`src/design/biquad_bandpass_filter_macros.svh`:
```
// assertion macros for the band-pass biquad block
// no dependencies; taken in by the files that carry assertions
`ifndef BIQUAD_BANDPASS_FILTER_MACROS_SVH
`define BIQUAD_BANDPASS_FILTER_MACROS_SVH

// same-cycle implication, disabled while reset is high
`define BQBPF_ASSERT_NOW(label, clk, rst, ante, cons, msg) \
   label: assert property (@(posedge clk) disable iff (rst) (ante) |-> (cons)) \
      else $error(msg);

// next-cycle implication, disabled while reset is high
`define BQBPF_ASSERT_NEXT(label, clk, rst, ante, cons, msg) \
   label: assert property (@(posedge clk) disable iff (rst) (ante) |=> (cons)) \
      else $error(msg);

`endif

```
`src/design/bqbpf_pkg.sv`:
```
// shared types and constants for the band-pass biquad block
// no dependencies; used by bqbpf_digit_mul and biquad_bandpass_filter
package bqbpf_pkg;

   localparam int SAMPLE_WIDTH = 24;
   localparam int COEF_WIDTH = 24;
   localparam int DIGIT_WIDTH_DEF = 4;

   localparam int CSR_INDEX_WIDTH = 2;
   localparam logic [CSR_INDEX_WIDTH-1:0] CSR_FB_COEF_ONE = 2'd0;
   localparam logic [CSR_INDEX_WIDTH-1:0] CSR_FB_COEF_TWO = 2'd1;
   localparam logic [CSR_INDEX_WIDTH-1:0] CSR_BAND_GAIN = 2'd2;

   typedef struct packed {
      logic                    block_start;
      logic [SAMPLE_WIDTH-1:0] sample_in;
   } req_data_type;

   typedef struct packed {
      logic [SAMPLE_WIDTH-1:0] sample_out;
      logic                    clipped;
   } rsp_data_type;

   typedef struct packed {
      logic load;
      logic step;
   } mul_ctrl_type;

endpackage

```
`src/design/bqbpf_digit_mul.sv`:
```
// digit-serial unsigned multiplier: one multiplier digit per cycle while step is set, lsb first
// depends on bqbpf_pkg (mul_ctrl_type)
module bqbpf_digit_mul import bqbpf_pkg::*; #(
   parameter int MAG_WIDTH = SAMPLE_WIDTH + 2,
   parameter int MUL_WIDTH = COEF_WIDTH,
   parameter int DIGIT_WIDTH = DIGIT_WIDTH_DEF
) (
   input  logic                           clock,
   input  mul_ctrl_type                   ctrl,
   input  logic [MAG_WIDTH-1:0]           mcand,
   input  logic [MUL_WIDTH-1:0]           mplier,
   output logic [MAG_WIDTH+MUL_WIDTH-1:0] product
);

   localparam int NUM_DIGITS = (MUL_WIDTH + DIGIT_WIDTH - 1) / DIGIT_WIDTH;
   localparam int Q_WIDTH = NUM_DIGITS * DIGIT_WIDTH;
   localparam int ADD_WIDTH = MAG_WIDTH + DIGIT_WIDTH;

   logic [MAG_WIDTH-1:0] mcand_ff, mcand_in;
   logic [MAG_WIDTH-1:0] acc_ff, acc_in;
   logic [Q_WIDTH-1:0]   mq_ff, mq_in;
   logic [ADD_WIDTH-1:0] partial;
   logic [ADD_WIDTH-1:0] acc_sum;
   logic [MAG_WIDTH+Q_WIDTH-1:0] full;

   always_comb begin
      partial = '0;
      for (int i = 0; i < DIGIT_WIDTH; i++) begin
         if (mq_ff[i]) begin
            partial = partial + (ADD_WIDTH'(mcand_ff) << i);
         end
      end
      acc_sum = ADD_WIDTH'(acc_ff) + partial;
   end

   always_comb begin
      mcand_in = mcand_ff;
      acc_in = acc_ff;
      mq_in = mq_ff;
      if (ctrl.load) begin
         mcand_in = mcand;
         acc_in = '0;
         mq_in = Q_WIDTH'(mplier);
      end else if (ctrl.step) begin
         // product low bits move in where consumed multiplier digits leave
         acc_in = acc_sum[ADD_WIDTH-1:DIGIT_WIDTH];
         mq_in = {acc_sum[DIGIT_WIDTH-1:0], mq_ff[Q_WIDTH-1:DIGIT_WIDTH]};
      end
   end

   always_ff @(posedge clock) begin
      mcand_ff <= mcand_in;
      acc_ff <= acc_in;
      mq_ff <= mq_in;
   end

   assign full = {acc_ff, mq_ff};
   assign product = full[MAG_WIDTH+MUL_WIDTH-1:0];

endmodule

```
`src/design/biquad_bandpass_filter.sv`:
```
// Band-pass biquad for one equalizer band: y = G*(x - x[n-2] - a1*y[n-1] - a2*y[n-2]),
// products rounded to nearest (ties away from zero), output saturated with a clip flag.
// An item goes through two digit-serial multiplier passes: the two feedback products
// run side by side, then the gain product reuses one unit. No new item is accepted
// until the last one has been placed in the output register, where it waits while the
// next item is accepted. DIGIT_WIDTH may be 1 to 8. The user must write coefficients
// through the csr port only while no item is in flight; the block does not enforce it.
// Depends on bqbpf_pkg, bqbpf_digit_mul and biquad_bandpass_filter_macros.svh.
`include "biquad_bandpass_filter_macros.svh"

module biquad_bandpass_filter import bqbpf_pkg::*; #(
   parameter int DIGIT_WIDTH = DIGIT_WIDTH_DEF
) (
   input  logic                       clock,
   input  logic                       reset,
   input  logic                       req_valid,
   output logic                       req_stall,
   input  req_data_type               req_data,
   output logic                       rsp_valid,
   input  logic                       rsp_stall,
   output rsp_data_type               rsp_data,
   input  logic                       csr_valid,
   output logic                       csr_ready,
   input  logic [CSR_INDEX_WIDTH-1:0] csr_index,
   input  logic [COEF_WIDTH-1:0]      csr_data
);

   localparam int SW = SAMPLE_WIDTH;
   localparam int CW = COEF_WIDTH;
   localparam int MAG_WIDTH = SW + 2;
   localparam int SUM_WIDTH = SW + 3;
   localparam int PROD_WIDTH = MAG_WIDTH + CW;
   localparam int FB_SHIFT = CW - 2;
   localparam int GAIN_SHIFT = CW - 8;
   localparam int FB_RND_WIDTH = PROD_WIDTH - FB_SHIFT;
   localparam int GAIN_RND_WIDTH = PROD_WIDTH - GAIN_SHIFT + 1;
   localparam int NUM_DIGITS = (CW + DIGIT_WIDTH - 1) / DIGIT_WIDTH;
   localparam int COUNT_WIDTH = $clog2(NUM_DIGITS);
   localparam logic [COUNT_WIDTH-1:0] COUNT_LAST = COUNT_WIDTH'(NUM_DIGITS - 1);
   localparam logic [GAIN_RND_WIDTH-1:0] SAT_MAG = GAIN_RND_WIDTH'(1) << (SW - 1);
   localparam logic [SW-1:0] SAMPLE_MAX = {1'b0, {(SW-1){1'b1}}};
   localparam logic [SW-1:0] SAMPLE_MIN = {1'b1, {(SW-1){1'b0}}};
   localparam logic [CW-1:0] GAIN_RESET = CW'(1) << (CW - 8);

   localparam logic [2:0] ST_IDLE = 3'd0;
   localparam logic [2:0] ST_MUL1 = 3'd1;
   localparam logic [2:0] ST_SUM  = 3'd2;
   localparam logic [2:0] ST_MUL2 = 3'd3;
   localparam logic [2:0] ST_DONE = 3'd4;

   logic [2:0]             state_ff, state_in;
   logic [COUNT_WIDTH-1:0] count_ff, count_in;
   logic [CW-1:0]          a1_ff, a1_in, a2_ff, a2_in, gain_ff, gain_in;
   logic [SW-1:0]          x_ff, x_in;
   logic [SW-1:0]          xd1_ff, xd1_in, xd2_ff, xd2_in;
   logic [SW-1:0]          yd1_ff, yd1_in, yd2_ff, yd2_in;
   logic                   neg_a_ff, neg_a_in, neg_b_ff, neg_b_in, neg_sum_ff, neg_sum_in;
   logic                   rsp_valid_ff, rsp_valid_in;
   rsp_data_type           rsp_data_ff, rsp_data_in;

   mul_ctrl_type           ctrl_a, ctrl_b;
   logic [MAG_WIDTH-1:0]   mcand_a, mcand_b;
   logic [CW-1:0]          mplier_a, mplier_b;
   logic [PROD_WIDTH-1:0]  prod_a, prod_b;

   logic                   req_accept, out_free;
   logic [SW-1:0]          y1_eff, y2_eff, y1_mag, y2_mag;
   logic [CW-1:0]          a1_mag, a2_mag;
   logic [FB_RND_WIDTH-1:0]   r1, r2;
   logic [SUM_WIDTH-1:0]   t1, t2, sum, sum_mag;
   logic [GAIN_RND_WIDTH-1:0] rg;
   logic                   clip_pos, clip_neg;
   logic [SW-1:0]          y_val;

   assign req_stall = (state_ff != ST_IDLE);
   assign req_accept = req_valid && !req_stall;
   assign out_free = !rsp_valid_ff || !rsp_stall;
   assign csr_ready = 1'b1;
   assign rsp_valid = rsp_valid_ff;
   assign rsp_data = rsp_data_ff;

   bqbpf_digit_mul #(
      .MAG_WIDTH(MAG_WIDTH),
      .MUL_WIDTH(CW),
      .DIGIT_WIDTH(DIGIT_WIDTH)
   ) u_mul_a (
      .clock(clock),
      .ctrl(ctrl_a),
      .mcand(mcand_a),
      .mplier(mplier_a),
      .product(prod_a)
   );

   bqbpf_digit_mul #(
      .MAG_WIDTH(MAG_WIDTH),
      .MUL_WIDTH(CW),
      .DIGIT_WIDTH(DIGIT_WIDTH)
   ) u_mul_b (
      .clock(clock),
      .ctrl(ctrl_b),
      .mcand(mcand_b),
      .mplier(mplier_b),
      .product(prod_b)
   );

   // sign-magnitude operands for the feedback products
   always_comb begin
      y1_eff = req_data.block_start ? '0 : yd1_ff;
      y2_eff = req_data.block_start ? '0 : yd2_ff;
      y1_mag = y1_eff[SW-1] ? -y1_eff : y1_eff;
      y2_mag = y2_eff[SW-1] ? -y2_eff : y2_eff;
      a1_mag = a1_ff[CW-1] ? -a1_ff : a1_ff;
      a2_mag = a2_ff[CW-1] ? -a2_ff : a2_ff;
   end

   // feedback terms rounded, then the exact four-term sum
   always_comb begin
      r1 = prod_a[PROD_WIDTH-1:FB_SHIFT] + FB_RND_WIDTH'(prod_a[FB_SHIFT-1]);
      r2 = prod_b[PROD_WIDTH-1:FB_SHIFT] + FB_RND_WIDTH'(prod_b[FB_SHIFT-1]);
      t1 = neg_a_ff ? r1[SUM_WIDTH-1:0] : -r1[SUM_WIDTH-1:0];
      t2 = neg_b_ff ? r2[SUM_WIDTH-1:0] : -r2[SUM_WIDTH-1:0];
      sum = {{3{x_ff[SW-1]}}, x_ff} - {{3{xd2_ff[SW-1]}}, xd2_ff} + t1 + t2;
      sum_mag = sum[SUM_WIDTH-1] ? -sum : sum;
   end

   // gain product rounded and saturated
   always_comb begin
      rg = {1'b0, prod_a[PROD_WIDTH-1:GAIN_SHIFT]} + GAIN_RND_WIDTH'(prod_a[GAIN_SHIFT-1]);
      clip_pos = !neg_sum_ff && (rg >= SAT_MAG);
      clip_neg = neg_sum_ff && (rg > SAT_MAG);
      if (clip_pos) begin
         y_val = SAMPLE_MAX;
      end else if (clip_neg) begin
         y_val = SAMPLE_MIN;
      end else if (neg_sum_ff) begin
         y_val = -rg[SW-1:0];
      end else begin
         y_val = rg[SW-1:0];
      end
   end

   always_comb begin
      state_in = state_ff;
      count_in = count_ff;
      a1_in = a1_ff;
      a2_in = a2_ff;
      gain_in = gain_ff;
      x_in = x_ff;
      xd1_in = xd1_ff;
      xd2_in = xd2_ff;
      yd1_in = yd1_ff;
      yd2_in = yd2_ff;
      neg_a_in = neg_a_ff;
      neg_b_in = neg_b_ff;
      neg_sum_in = neg_sum_ff;
      rsp_valid_in = rsp_valid_ff && rsp_stall;
      rsp_data_in = rsp_data_ff;
      ctrl_a = '0;
      ctrl_b = '0;
      mcand_a = MAG_WIDTH'(y1_mag);
      mplier_a = a1_mag;
      mcand_b = MAG_WIDTH'(y2_mag);
      mplier_b = a2_mag;

      if (csr_valid && csr_ready) begin
         case (csr_index)
            CSR_FB_COEF_ONE: a1_in = csr_data;
            CSR_FB_COEF_TWO: a2_in = csr_data;
            CSR_BAND_GAIN:   gain_in = csr_data;
            default: ;
         endcase
      end

      case (state_ff)
         ST_IDLE: begin
            if (req_accept) begin
               x_in = req_data.sample_in;
               if (req_data.block_start) begin
                  xd1_in = '0;
                  xd2_in = '0;
                  yd1_in = '0;
                  yd2_in = '0;
               end
               neg_a_in = y1_eff[SW-1] ^ a1_ff[CW-1];
               neg_b_in = y2_eff[SW-1] ^ a2_ff[CW-1];
               ctrl_a.load = 1'b1;
               ctrl_b.load = 1'b1;
               count_in = COUNT_LAST;
               state_in = ST_MUL1;
            end
         end
         ST_MUL1: begin
            ctrl_a.step = 1'b1;
            ctrl_b.step = 1'b1;
            count_in = count_ff - 1'b1;
            if (count_ff == '0) begin
               state_in = ST_SUM;
            end
         end
         ST_SUM: begin
            mcand_a = sum_mag[MAG_WIDTH-1:0];
            mplier_a = gain_ff;
            ctrl_a.load = 1'b1;
            neg_sum_in = sum[SUM_WIDTH-1];
            count_in = COUNT_LAST;
            state_in = ST_MUL2;
         end
         ST_MUL2: begin
            ctrl_a.step = 1'b1;
            count_in = count_ff - 1'b1;
            if (count_ff == '0) begin
               state_in = ST_DONE;
            end
         end
         ST_DONE: begin
            if (out_free) begin
               rsp_valid_in = 1'b1;
               rsp_data_in.sample_out = y_val;
               rsp_data_in.clipped = clip_pos || clip_neg;
               xd2_in = xd1_ff;
               xd1_in = x_ff;
               yd2_in = yd1_ff;
               yd1_in = y_val;
               state_in = ST_IDLE;
            end
         end
         default: begin
            state_in = ST_IDLE;
         end
      endcase
   end

   always_ff @(posedge clock) begin
      if (reset) begin
         state_ff <= ST_IDLE;
         count_ff <= '0;
         a1_ff <= '0;
         a2_ff <= '0;
         gain_ff <= GAIN_RESET;
         xd1_ff <= '0;
         xd2_ff <= '0;
         yd1_ff <= '0;
         yd2_ff <= '0;
         rsp_valid_ff <= 1'b0;
      end else begin
         state_ff <= state_in;
         count_ff <= count_in;
         a1_ff <= a1_in;
         a2_ff <= a2_in;
         gain_ff <= gain_in;
         xd1_ff <= xd1_in;
         xd2_ff <= xd2_in;
         yd1_ff <= yd1_in;
         yd2_ff <= yd2_in;
         rsp_valid_ff <= rsp_valid_in;
      end
   end

   always_ff @(posedge clock) begin
      x_ff <= x_in;
      neg_a_ff <= neg_a_in;
      neg_b_ff <= neg_b_in;
      neg_sum_ff <= neg_sum_in;
      rsp_data_ff <= rsp_data_in;
   end

   `BQBPF_ASSERT_NEXT(a_accept_starts_mul, clock, reset, req_accept, state_ff == ST_MUL1, "accepted item did not start the feedback products")
   `BQBPF_ASSERT_NEXT(a_mul1_to_sum, clock, reset, (state_ff == ST_MUL1) && (count_ff == '0), state_ff == ST_SUM, "feedback products did not end after the last digit")
   `BQBPF_ASSERT_NEXT(a_sum_to_mul2, clock, reset, state_ff == ST_SUM, (state_ff == ST_MUL2) && (count_ff == COUNT_LAST), "gain product did not start after the sum")
   `BQBPF_ASSERT_NEXT(a_done_delivers, clock, reset, (state_ff == ST_DONE) && out_free, rsp_valid_ff && (state_ff == ST_IDLE), "finished item not placed in the output register")
   `BQBPF_ASSERT_NOW(a_clip_at_limit, clock, reset, rsp_valid_ff && rsp_data_ff.clipped, (rsp_data_ff.sample_out == SAMPLE_MAX) || (rsp_data_ff.sample_out == SAMPLE_MIN), "clipped item not at a range limit")

endmodule
```
`config.mk`:
```
export PLATFORM = sky130hd
export DESIGN_NAME = biquad_bandpass_filter
export DESIGN_NICKNAME = d
export VERILOG_FILES = /design/src/design/bqbpf_pkg.sv /design/src/design/bqbpf_digit_mul.sv /design/src/design/biquad_bandpass_filter.sv
export VERILOG_INCLUDE_DIRS = /design/src /design/src/design
export SDC_FILE = /design/constraint.sdc
export NUM_CORES = 2
export LEC_CHECK = 0
export BUFFER_PORTS_ARGS = -buffer_cell sky130_fd_sc_hd__buf_2
export CAP_MARGIN = 20
export CORE_MARGIN = 4
export CORE_UTILIZATION = 65
export CTS_CLUSTER_SIZE = 24
export DETAILED_ROUTE_END_ITERATION = 16
export PLACE_DENSITY_LB_ADDON = 0.15
export RECOVER_POWER = 100
export REMOVE_ABC_BUFFERS = 1
export SETUP_SLACK_MARGIN = 0.3
export SLEW_MARGIN = 20
export SYNTH_ARGS = -nofsm -noshare
export SYNTH_HDL_FRONTEND = slang
export SYNTH_HIERARCHICAL = 1
export SYNTH_SLANG_ARGS = --single-unit
```
`constraint.sdc`:
```
create_clock -name clock -period 17.3 [get_ports clock]
set_input_delay 1.73 -clock clock [delete_from_list [all_inputs] [get_ports clock]]
set_output_delay 1.73 -clock clock [all_outputs]
set_load 0.02 [all_outputs]
```
==> flow_summary.json <==
{
  "drt_pass1_iterations": 6,
  "worst-path-stages": 34,
  "synth_top_area_share_pct": 12.4,
  "grt.met1_usage_pct": 48.4,
  "drt-total-wl_mm": 104,
  "clk_latency_ns": 0.61,
  "post-route-period-util_pct": 59.6,
  "cts-root-buf": "clkbuf_16",
  "yosysMostFrequentCell": "nand2_1",
  "grt_pass1_vias": 30900,
  "layout_min_cycle_time_ns": 10.31,
  "rsz0062_at_grt": "false",
  "die_h_um": 246,
  "rr_worst_depth": 34,
  "gp_congestion": 0.992,
  "grt_remaining_overflow": 0,
  "postSynthCellCount": 4601,
  "cts_buffers": 43,
  "clock_path_buffers": 3,
  "setup_viol": 0,
  "clock-sinks": 379,
  "fin_nets": 4894,
  "slowest_delay_ns": 1.34,
  "status": "complete, but fails checks",
  "synth_area_um2": 36900,
  "cts_tree": "built",
  "vias": 34000,
  "vias_per_cell": 6.38,
  "hold_viol": 0,
  "cap_violations": 15,
  "avgSynthCellArea_um2": 8.02,
  "ant_nets": 0,
  "crit_family": "compound AO/OA/AOI/OAI gates",
  "port_buffers": 82,
  "nFillCells": 4816,
  "slew_headroom_pct": -150,
  "yosysTopAreaCell": "edfxtp_1",
  "worstPathArrival_ns": 10.79,
  "cts_hold_buf": 0,
  "core.rowCount": 87,
  "dpl.hpwl_mm": 79.7,
  "synth_edf_count": 152,
  "slowest_stage": "clkbuf_1",
  "min_path_cells": 2,
  "end_kind": "register",
  "drtIter0Drc": 3505,
  "clk_pin_slew_ns": 0.06,
  "ys_ff_latch": 379,
  "synth_cell_type_count": 112,
  "drc": 0,
  "busiest_layer": "met2",
  "wire_per_inst_um": 19.6,
  "synthTopCellsByArea": "edfxtp_1 (12%), dfxtp_1 (12%), ha_1 (9.3%)",
  "slew_violations": 701,
  "antenna_cells": 0,
  "path_buf_inv": 2,
  "hp-class": "register to register",
  "coreArea_um2": 56300,
  "syn_to_final_growth_pct": 5.53,
  "start_util_pct": 65.5,
  "grt_pass1_wl_mm": 165,
  "worst_clock_skew_ns": 0.0308,
  "met2_usage_pct": 52.4,
  "grt_max_degree": 89,
  "die_x_um": 246,
  "ctsHtreeMaxLevel": 2,
  "cts_setup_buffers": 0,
  "track_usage_pct": 33.3,
  "worstMarginPinSlew_ns": 3.75,
  "start_kind": "register",
  "synth_ff_type": "dfxtp_1",
  "ys_warn_count": 6,
  "ys_top_cells_by_count": "nand2_1 (506), nor2_1 (416), a21oi_1 (355), ha_1 (273), xnor2_1 (269)",
  "io_pins": 84,
  "max_freq_mhz": 97.0,
  "cts-resized-gates": 0,
  "worstPathRequired_ns": 17.78,
  "criticalPathCategory": "register to register",
  "use_met3_pct": 3.94,
  "dieArea_um2": 60600,
  "async_flop_share_pct": 0,
  "seq_area_frac_synth_pct": 24.7,
  "setup_tns_ns": 0,
  "antenna_found_initial": 0,
  "drive_gt1_share_pct": 6.86,
  "crit_path_max_fanout": 47,
  "violations": "capacitance limit, slew limit"
}
==> final cells by class <==
cell class                      count  area (µm²)  area share [%]
Sequential cell                   379        9110            23.4
Tap cell                          756         946            2.43
Timing Repair Buffer              114         547            1.40
Inverter                          203         763            1.96
Clock inverter                     22         303           0.778
Clock buffer                       58        1190            3.07
Multi-Input combinational cell   3788       26100            67.0
==> state kept, by name (all words and copies together), names as in the netlist, 25 cells and up <==
signal,flops
rsp_data,25
u_mul_a/acc_ff,26
u_mul_a/mcand_ff,26
u_mul_b/acc_ff,26
u_mul_b/mcand_ff,26
==> metrics by stage <==
stage / area, µm² / std cells / hold WS [ns] / setup WS [ns] / utilization [%]
after floorplan: 35900 / 4370 / 0.431 / 6.41 / -
after global placement: 37600 / 5238 / 0.443 / 8.59 / 66.8
after detailed placement: 37600 / 5238 / 0.447 / 8.38 / 66.8
after CTS: 39100 / 5318 / 0.456 / 8.28 / 69.4
after global routing: 38900 / 5320 / 0.480 / 6.11 / 69.2
final: 38900 / 5320 / 0.456 / 6.99 / 69.2
==> worst paths after layout <==
check	end	from	slack, ns
hold reg to reg	gain_ff[20]	gain_ff[20]	0.46
setup / recovery	u_mul_b/acc_ff[25]	u_mul_b/mq_ff[0]	6.99
setup reg to reg	u_mul_b/acc_ff[25]	u_mul_b/mq_ff[0]	6.99
hold / removal	gain_ff[20]	gain_ff[20]	0.46
==> cell families after synthesis <==
kind of cell | share of synthesized area [%]
AND/OR/NAND/NOR | 20.3
AO/OA/AOI/OAI | 23.1
XOR/XNOR | 10.6
buffers and inverters | 4.66
flip-flops | 24.7
adder cells (fa/ha/maj) | 11.3
multiplexers | 5.32
other | 0.0204
==> cell usage in the layout (no fill, tap or decap), types with 80 or more instances in the layout <==
cell,synthesis,layout
nor2_1,416,416
nand2_1,506,506
xnor2_1,269,269
a21o_1,121,121
nand3_1,105,105
o21ai_0,233,238
mux2_2,121,113
edfxtp_1,152,152
inv_1,198,196
ha_1,273,273
xor2_1,171,171
dfxtp_1,227,227
a21oi_1,355,355
nor3_1,80,80
==> per-layer routing <==
| metal | up-vias | share of wire (%) | wire length (µm) |
|---|---|---|---|
| li1 | 16500 | - | - |
| met1 | 16000 | 45 | 47200 |
| met2 | 1268 | 44 | 46100 |
| met5 | - | 0 | 0 |
| met4 | 0 | 3.0 | 3120 |
| met3 | 174 | 7.7 | 8070 |
==> worst reg2reg max path, delay by kind of cell, from the launching register on <==
family / cells / cell delay, ns
buffers and inverters: 2 / 1.40
multiplexers: 1 / 0.32
AND/OR/NAND/NOR: 5 / 1.16
adder cells (fa/ha/maj): 4 / 1.70
XOR/XNOR: 4 / 0.61
AO/OA/AOI/OAI: 18 / 4.73
flip-flops: 1 / 0.32
Power is not shown: default switching activity piles up to over one toggle a cycle in this logic, so the estimate is an artifact.
